[config.mk]
export PLATFORM = sky130hd
export DESIGN_NAME = sparse_polynomial_add_sub_unit
export DESIGN_NICKNAME = d
export VERILOG_FILES = /design/src/sv/spas_pkg.sv /design/src/sv/spas_front.sv /design/src/sv/spas_back.sv /design/src/sv/sparse_polynomial_add_sub_unit.sv
export SDC_FILE = /design/constraint.sdc
export NUM_CORES = 2
export LEC_CHECK = 0
export BUFFER_PORTS_ARGS = -buffer_cell sky130_fd_sc_hd__buf_2
export CAP_MARGIN = 20
export CORE_MARGIN = 2
export CORE_UTILIZATION = 36
export DETAILED_ROUTE_END_ITERATION = 8
export GPL_ROUTABILITY_DRIVEN = 0
export HOLD_SLACK_MARGIN = 0.08
export MAX_ROUTING_LAYER = met4
export PLACE_DENSITY = 0.51
export SYNTH_ARGS = -nofsm -noshare
export SYNTH_HDL_FRONTEND = slang
export SYNTH_SLANG_ARGS = --single-unit
[constraint.sdc]
create_clock -name clk_i -period 33.9 [get_ports clk_i]
set_clock_uncertainty 0.05 [all_clocks]
set_input_delay 6.78 -clock clk_i [delete_from_list [all_inputs] [get_ports clk_i]]
set_output_delay 6.78 -clock clk_i [all_outputs]
set_load 0.05 [all_outputs]
[src/sv/spas_pkg.sv]
// ----------------------------------------------------------------------------
// spas_pkg
// Shared types and constants for the sparse polynomial add/sub unit.
// ----------------------------------------------------------------------------
package spas_pkg;

  localparam int unsigned COEF_W = 32;
  localparam int unsigned EXP_W  = 16;
  localparam int unsigned RES_W  = 33;

  typedef enum logic [1:0] {
    OP_LOAD_A = 2'd0,
    OP_LOAD_B = 2'd1,
    OP_ADD    = 2'd2,
    OP_SUB    = 2'd3
  } op_e;

  typedef struct packed {
    logic                     is_merge;
    logic                     sel_b;
    logic                     sub;
    logic                     first;
    logic signed [COEF_W-1:0] coef;
    logic        [EXP_W-1:0]  expo;
  } cmd_t;

endpackage

[src/sv/spas_front.sv]
// ----------------------------------------------------------------------------
// spas_front
// Accepts input words, decodes the operation and queues the commands for the
// merge engine in a two-entry queue.
// ----------------------------------------------------------------------------
module spas_front
  import spas_pkg::*;
(
  input  logic                     clk_i,
  input  logic                     rst_ni,
  input  logic                     valid_i,
  output logic                     stall_o,
  input  logic [1:0]               operation_i,
  input  logic signed [COEF_W-1:0] coefficient_i,
  input  logic [EXP_W-1:0]         exponent_i,
  input  logic                     first_term_i,
  output logic                     head_valid_o,
  output cmd_t                     head_o,
  input  logic                     pop_i
);

  cmd_t       queue_q [2];
  logic       wr_ptr_q, rd_ptr_q;
  logic [1:0] cnt_q, cnt_d;
  logic       push;
  cmd_t       cmd;
  op_e        op;

  assign op = op_e'(operation_i);

  always_comb begin
    cmd.is_merge = 1'b0;
    cmd.sel_b    = 1'b0;
    cmd.sub      = 1'b0;
    cmd.first    = first_term_i;
    cmd.coef     = coefficient_i;
    cmd.expo     = exponent_i;
    case (op)
      OP_LOAD_A: cmd.sel_b = 1'b0;
      OP_LOAD_B: cmd.sel_b = 1'b1;
      OP_ADD:    cmd.is_merge = 1'b1;
      OP_SUB: begin
        cmd.is_merge = 1'b1;
        cmd.sub      = 1'b1;
      end
      default:   cmd.is_merge = 1'b0;
    endcase
  end

  assign stall_o      = (cnt_q == 2'd2);
  assign push         = valid_i && !stall_o;
  assign head_valid_o = (cnt_q != 2'd0);
  assign head_o       = queue_q[rd_ptr_q];

  always_comb begin
    cnt_d = cnt_q;
    if (push && !pop_i) begin
      cnt_d = cnt_q + 2'd1;
    end else if (!push && pop_i) begin
      cnt_d = cnt_q - 2'd1;
    end
  end

  always_ff @(posedge clk_i or negedge rst_ni) begin
    if (!rst_ni) begin
      wr_ptr_q <= 1'b0;
      rd_ptr_q <= 1'b0;
      cnt_q    <= 2'd0;
    end else begin
      cnt_q <= cnt_d;
      if (push) begin
        wr_ptr_q <= !wr_ptr_q;
      end
      if (pop_i) begin
        rd_ptr_q <= !rd_ptr_q;
      end
    end
  end

  always_ff @(posedge clk_i) begin
    if (push) begin
      queue_q[wr_ptr_q] <= cmd;
    end
  end

endmodule

[src/sv/spas_back.sv]
// ----------------------------------------------------------------------------
// spas_back
// Holds the two term lists, performs loads and runs the sorted merge, one merge
// step per cycle unless output stalls, holding one term back to mark the last.
// ----------------------------------------------------------------------------
module spas_back
  import spas_pkg::*;
#(
  parameter int unsigned MAX_TERMS = 16
) (
  input  logic                    clk_i,
  input  logic                    rst_ni,
  input  logic                    head_valid_i,
  input  cmd_t                    head_i,
  output logic                    pop_o,
  output logic                    valid_o,
  input  logic                    stall_i,
  output logic signed [RES_W-1:0] result_coefficient_o,
  output logic [EXP_W-1:0]        result_exponent_o,
  output logic                    last_term_o,
  output logic                    empty_result_o,
  output logic                    overflow_o
);

  localparam int unsigned CW = $clog2(MAX_TERMS + 1);
  localparam int unsigned IW = (MAX_TERMS > 1) ? $clog2(MAX_TERMS) : 1;
  localparam logic [CW-1:0] MAX_CNT = CW'(MAX_TERMS);

  typedef enum logic {ST_IDLE, ST_RUN} state_e;

  state_e state_q;

  logic signed [COEF_W-1:0] a_coef_q [MAX_TERMS];
  logic        [EXP_W-1:0]  a_exp_q  [MAX_TERMS];
  logic signed [COEF_W-1:0] b_coef_q [MAX_TERMS];
  logic        [EXP_W-1:0]  b_exp_q  [MAX_TERMS];

  logic [CW-1:0] a_cnt_q, b_cnt_q, ia_q, ib_q;
  logic          ovf_q, sub_q;

  logic                    pend_v_q;
  logic signed [RES_W-1:0] pend_coef_q;
  logic [EXP_W-1:0]        pend_exp_q;

  logic                    out_v_q, out_last_q, out_empty_q, out_ovf_q;
  logic signed [RES_W-1:0] out_coef_q;
  logic [EXP_W-1:0]        out_exp_q;

  logic                    a_live, b_live, take_a, take_b, done, keep, out_ready;
  logic                    out_load;
  logic signed [RES_W-1:0] ca, cb, st_coef;
  logic [EXP_W-1:0]        ea, eb, st_exp;
  logic [CW-1:0]           cur_cnt, eff_cnt;

  assign ca = RES_W'(a_coef_q[ia_q[IW-1:0]]);
  assign cb = RES_W'(b_coef_q[ib_q[IW-1:0]]);
  assign ea = a_exp_q[ia_q[IW-1:0]];
  assign eb = b_exp_q[ib_q[IW-1:0]];

  assign a_live = (ia_q < a_cnt_q);
  assign b_live = (ib_q < b_cnt_q);
  assign done   = !a_live && !b_live;
  assign take_a = a_live && (!b_live || (ea >= eb));
  assign take_b = b_live && (!a_live || (eb >= ea));

  always_comb begin
    st_exp  = take_a ? ea : eb;
    st_coef = ca;
    if (take_a && take_b) begin
      st_coef = sub_q ? (ca - cb) : (ca + cb);
    end else if (take_b) begin
      st_coef = sub_q ? -cb : cb;
    end
    keep = !(take_a && take_b && (st_coef == '0));
  end

  assign out_ready = !out_v_q || !stall_i;
  assign out_load  = (state_q == ST_RUN) && out_ready && (done || (keep && pend_v_q));
  assign pop_o     = (state_q == ST_IDLE) && head_valid_i;

  assign cur_cnt = head_i.sel_b ? b_cnt_q : a_cnt_q;
  assign eff_cnt = head_i.first ? '0 : cur_cnt;

  always_ff @(posedge clk_i or negedge rst_ni) begin
    if (!rst_ni) begin
      state_q  <= ST_IDLE;
      a_cnt_q  <= '0;
      b_cnt_q  <= '0;
      ia_q     <= '0;
      ib_q     <= '0;
      ovf_q    <= 1'b0;
      sub_q    <= 1'b0;
      pend_v_q <= 1'b0;
      out_v_q  <= 1'b0;
    end else begin
      if (out_load) begin
        out_v_q <= 1'b1;
      end else if (!stall_i) begin
        out_v_q <= 1'b0;
      end
      case (state_q)
        ST_IDLE: begin
          if (pop_o) begin
            if (head_i.is_merge) begin
              ia_q    <= '0;
              ib_q    <= '0;
              sub_q   <= head_i.sub;
              state_q <= ST_RUN;
            end else if (eff_cnt >= MAX_CNT) begin
              ovf_q <= 1'b1;
              if (head_i.sel_b) begin
                b_cnt_q <= eff_cnt;
              end else begin
                a_cnt_q <= eff_cnt;
              end
            end else if (head_i.sel_b) begin
              b_cnt_q <= eff_cnt + CW'(1);
            end else begin
              a_cnt_q <= eff_cnt + CW'(1);
            end
          end
        end
        ST_RUN: begin
          if (done) begin
            if (out_ready) begin
              out_coef_q  <= pend_v_q ? pend_coef_q : '0;
              out_exp_q   <= pend_v_q ? pend_exp_q : '0;
              out_last_q  <= 1'b1;
              out_empty_q <= !pend_v_q;
              out_ovf_q   <= ovf_q;
              pend_v_q    <= 1'b0;
              state_q     <= ST_IDLE;
            end
          end else if (!keep) begin
            ia_q <= ia_q + CW'(take_a);
            ib_q <= ib_q + CW'(take_b);
          end else if (!pend_v_q || out_ready) begin
            if (pend_v_q) begin
              out_coef_q  <= pend_coef_q;
              out_exp_q   <= pend_exp_q;
              out_last_q  <= 1'b0;
              out_empty_q <= 1'b0;
              out_ovf_q   <= ovf_q;
            end
            pend_v_q    <= 1'b1;
            pend_coef_q <= st_coef;
            pend_exp_q  <= st_exp;
            ia_q        <= ia_q + CW'(take_a);
            ib_q        <= ib_q + CW'(take_b);
          end
        end
        default: state_q <= ST_IDLE;
      endcase
    end
  end

  // term storage
  always_ff @(posedge clk_i) begin
    if (pop_o && !head_i.is_merge && (eff_cnt < MAX_CNT)) begin
      if (head_i.sel_b) begin
        b_coef_q[eff_cnt[IW-1:0]] <= head_i.coef;
        b_exp_q[eff_cnt[IW-1:0]]  <= head_i.expo;
      end else begin
        a_coef_q[eff_cnt[IW-1:0]] <= head_i.coef;
        a_exp_q[eff_cnt[IW-1:0]]  <= head_i.expo;
      end
    end
  end

  assign valid_o              = out_v_q;
  assign result_coefficient_o = out_coef_q;
  assign result_exponent_o    = out_exp_q;
  assign last_term_o          = out_last_q;
  assign empty_result_o       = out_empty_q;
  assign overflow_o           = out_ovf_q;

endmodule

[src/sv/sparse_polynomial_add_sub_unit.sv]
// ----------------------------------------------------------------------------
// sparse_polynomial_add_sub_unit
// The merge engine takes load words back to back; a two-entry queue
// lets input words arrive every cycle while the engine is free.
// An add/sub run holds the engine for a dispatch step, the merge steps
// (a_count + b_count steps at most), a step to close the run and any
// output stalls; the first word goes through the dispatch and the
// held-back term, an empty result only through the closing step.
// Reset clears the queue, term counts, overflow flag and output valid flag.
// ----------------------------------------------------------------------------
module sparse_polynomial_add_sub_unit
  import spas_pkg::*;
#(
  parameter int unsigned MAX_TERMS = 16
) (
  input  logic                     clk_i,
  input  logic                     rst_ni,
  input  logic                     valid_i,
  output logic                     stall_o,
  input  logic [1:0]               operation_i,
  input  logic signed [COEF_W-1:0] coefficient_i,
  input  logic [EXP_W-1:0]         exponent_i,
  input  logic                     first_term_i,
  output logic                     valid_o,
  input  logic                     stall_i,
  output logic signed [RES_W-1:0]  result_coefficient_o,
  output logic [EXP_W-1:0]         result_exponent_o,
  output logic                     last_term_o,
  output logic                     empty_result_o,
  output logic                     overflow_o
);

  logic head_valid, pop;
  cmd_t head;

  spas_front u_front (
    .clk_i         (clk_i),
    .rst_ni        (rst_ni),
    .valid_i       (valid_i),
    .stall_o       (stall_o),
    .operation_i   (operation_i),
    .coefficient_i (coefficient_i),
    .exponent_i    (exponent_i),
    .first_term_i  (first_term_i),
    .head_valid_o  (head_valid),
    .head_o        (head),
    .pop_i         (pop)
  );

  spas_back #(
    .MAX_TERMS (MAX_TERMS)
  ) u_back (
    .clk_i                (clk_i),
    .rst_ni               (rst_ni),
    .head_valid_i         (head_valid),
    .head_i               (head),
    .pop_o                (pop),
    .valid_o              (valid_o),
    .stall_i              (stall_i),
    .result_coefficient_o (result_coefficient_o),
    .result_exponent_o    (result_exponent_o),
    .last_term_o          (last_term_o),
    .empty_result_o       (empty_result_o),
    .overflow_o           (overflow_o)
  );

`ifndef ASSERT_OFF
  a_pop_needs_head: assert property (@(posedge clk_i) disable iff (!rst_ni)
    pop |-> head_valid)
    else $error("queue popped while empty");

  a_empty_is_last: assert property (@(posedge clk_i) disable iff (!rst_ni)
    (valid_o && empty_result_o) |-> last_term_o)
    else $error("empty result word not marked last");

  a_empty_is_zero: assert property (@(posedge clk_i) disable iff (!rst_ni)
    (valid_o && empty_result_o) |-> (result_coefficient_o == '0 && result_exponent_o == '0))
    else $error("empty result word carries a term");
`endif

endmodule
==> impl_metrics.yaml <==
status:
  status: "finished clean"
floorplan:
  die_w_um: 449
  core_area_um2: 197000
  design.die.area_um2: 201000
  fp-row-count: 163
  pin_count: 109
  initial_core_util: 0.361
  die_h_um: 449
timing:
  relSlewSlack: 0.253
  min_period_over_period: 0.299
  worstMarginPinSlew_ns: 1.12
  clock.fmax_ghz: 0.0985
  finalSetupTns_ns: 0
  setup_ws_ns: 23.75
  drv_slew: 0
  finalHoldViolCount: 0
  min_period_ns: 10.15
  rsz0062_at_grt: "no"
  fin_hold_ws_ns: 0.429
  setup_viol: 0
critical_path:
  critPathKind: "flop to flop"
  crit_fanout: 42
  max_stage_delay_ns: 0.98
  critPathArrivalTime_ns: 10.54
  crit_end: "u_back.result_coefficient_o[11]$_DFFE_PP_"
  cp_num_buf_inv: 3
  reg2reg_slack_ns: 23.75
  path_depth: 24
  rr_endpoint: "u_back.result_coefficient_o[11]$_DFFE_PP_"
  critPathLaunch: "u_back.ib_q[0]$_DFFE_PN0P_"
  reg2regPathDepth: 24
  worstPathRequired_ns: 34.29
  path_delay_family: "simple AND/OR/NAND/NOR gates"
  start_kind: "flop"
  crit_chain: "buf_4 -> buf_4 -> mux4_2 -> a22oi_1 -> nand2_1 -> nor3_1 -> and2_1 -> nand3_1 -> nor3_1 -> a21oi_1 -> xor2_1 -> ha_1 -> a21oi_1 -> o2111a_1 -> o22ai_1 -> o22a_1 -> or3_1 -> nand2b_1 -> nand4_1 -> nor4b_2 -> nand4_1 -> a21oi_1 -> nor2_4 -> buf_4"
  worstReg2RegStart: "u_back.ib_q[0]$_DFFE_PN0P_"
  critPathCaptureType: "flop"
  crit_slowest_cell: "dfrtp_4"
synth:
  synth_ff_type: "edfxtp_1"
  yosys.cell_types.count: 90
  async_flop_share: 0.0164
  synth_nets: 3604
  yosys-top-cells-area: "edfxtp_1 (73%), mux4_2 (14%), ha_1 (1.2%)"
  seq_area_frac_synth: 0.745
  yosysWarnings: 0
  synthCells: 3482
  synth_seq_cells: 1770
  synth_top_area_cell: "edfxtp_1"
  netlist_area_um2: 71100
  synth_edf_count: 1741
  synth_area_per_cell_um2: 20.4
  synth_top_area_frac: 0.735
pwr:
  cellPowerDensity_nw_per_um2: 101
  p_leak_nw: 25.5
  irDropWorstVdd_uv: 77.6
  report.power.total_mw: 8.13
drt:
  highest_layer: "met4"
  drt_iter0_drc: 3603
  drt.antenna.violating_nets: 0
  wl_per_cell_um: 30.6
  viasPerCell: 5.52
  wl_met1_um: 86900
  route.met3.wl_um: 10500
  dr_total_vias: 35778
  wirelength_um: 199000
  drc: 0
  dr_wl_met2_um: 97700
  first_pass_iters: 7
final_layout:
  syn2layout_area_growth_pct: 13.7
  nets: 3816
  final_layout_size_suffix_gt1_frac: 0.260
  multi_input_area_um2: 17300
  seq_area_um2: 53000
  fin_area_um2: 80900
  utilization: 0.411
  nFillCells: 17262
  layoutNonFillerInstCount: 6483
place:
  pre_cts_ws_ns: 23.75
  dpl.cell_count: 6145
  dpl.hpwl_um: 115000
  numPortBuffers: 108
  placed_area_um2: 75100
flow_run:
  cap_violations: 0
clocking:
  clkTransAtPathRegs_ns: 0.06
  clkLatencyLatePin_ns: 0.83
  tritoncts: "done"
  post_cts_buffers: 0
  htree_levels: 4
  cts-root-buf: "clkbuf_16"
  hold_buffers: 0
  post_cts_resized: 0
  cts_buffer_depth: 3
  cts_made_buffers: 186
  cts.sinks: 1770
global_route:
  grt_first_pass_wirelength_um: 280000
  grt_max_degree: 91
  track_usage: 0.202
  grt_pass1_vias: 36094
  antenna_found_initial: 3
  grt_overflow: 0
hold_path:
  hold_path_class: "flop to flop"
metal layers:
metal,track usage,vias up
met5,-,-
met1,0.277,19489
met4,0.0423,0
li1,-,14876
met3,0.0276,254
met2,0.322,1159
synth_stat cells, drive strengths merged, types with 8 or more instances:
| cell type | number |
|---|---|
| a211oi | 8 |
| a21o | 17 |
| a21oi | 69 |
| a221oi | 10 |
| a22o | 9 |
| a22oi | 54 |
| a31oi | 20 |
| a41oi | 8 |
| and2 | 36 |
| and3 | 13 |
| and4 | 11 |
| buf | 71 |
| clkbuf | 96 |
| dfrtp | 29 |
| edfxtp | 1741 |
| ha | 66 |
| inv | 52 |
| mux2 | 50 |
| mux2i | 57 |
| mux4 | 431 |
| nand2 | 128 |
| nand2b | 12 |
| nand3 | 17 |
| nand4 | 28 |
| nor2 | 93 |
| nor2b | 59 |
| nor3 | 17 |
| nor4 | 8 |
| o211ai | 11 |
| o21ai | 85 |
| or3 | 11 |
| or4 | 10 |
| xnor2 | 48 |
| xor2 | 34 |
report_power, final:
part,switching [mW],internal [mW]
registers,0.125,2.84
clock network,0.859,1.10
logic,2.04,1.17
total,3.03,5.11
cell type report:
class,instances,area share
diodes,1,0.0000309
clock buffers,236,0.0605
clock inverters,100,0.0113
inverters,53,0.00246
multi-input cells,1492,0.214
flip-flops and latches,1770,0.656
well taps,2640,0.0408
repair buffers,191,0.0147
registers in the layout (all words and copies together), names as in the netlist, 2 cells and up:
name,count
u_back.b_coef_q,512
u_back.a_coef_q,512
u_back.a_exp_q,256
u_back.pend_exp_q,16
u_back.ia_q,5
u_front.queue_q,104
u_back.a_cnt_q,5
u_back.b_cnt_q,5
u_back.b_exp_q,256
u_back.result_coefficient_o,33
u_back.result_exponent_o,16
u_front.cnt_q,2
u_back.pend_coef_q,33
u_back.ib_q,5
layout by cell type (no fill, tap or decap), drive strengths merged, types with 48 or more instances in the layout:
cell	n
buf	190
nor2	93
mux2i	57
nor2b	59
nand2	128
ha	66
clkbuf	237
xnor2	48
a22oi	54
mux4	431
a21oi	69
inv	59
clkinv	78
o21ai	85
mux2	50
edfxtp	1741
kinds of logic (layout without fill, tap and decap cells):
group | Yosys count | after routing | synth area share
buffers and inverters | 220 | 580 | 0.0137
multiplexers | 538 | 538 | 0.152
XOR/XNOR | 82 | 82 | 0.0101
adder cells (fa/ha/maj) | 67 | 67 | 0.0119
other | 0 | 1 | 0
flip-flops | 1770 | 1770 | 0.745
AND/OR/NAND/NOR | 455 | 455 | 0.0336
AO/OA/AOI/OAI | 350 | 350 | 0.0332
worst min-delay path by stage:
stage,depth (start not counted),slack (ns),to,from
after floorplan,1,0.37,u_back.ovf_q$_DFFE_PN0P_,u_back.ovf_q$_DFFE_PN0P_
after global placement,1,0.39,u_back.ovf_q$_DFFE_PN0P_,u_back.ovf_q$_DFFE_PN0P_
after detailed placement,0,0.40,u_back.overflow_o$_DFFE_PP_,u_back.ovf_q$_DFFE_PN0P_
after CTS,0,0.42,u_back.overflow_o$_DFFE_PP_,u_back.ovf_q$_DFFE_PN0P_
after global routing,0,0.44,u_back.overflow_o$_DFFE_PP_,u_back.ovf_q$_DFFE_PN0P_
final,0,0.43,u_back.overflow_o$_DFFE_PP_,u_back.ovf_q$_DFFE_PN0P_
Note: power is estimated with default switching activity, not from simulation.
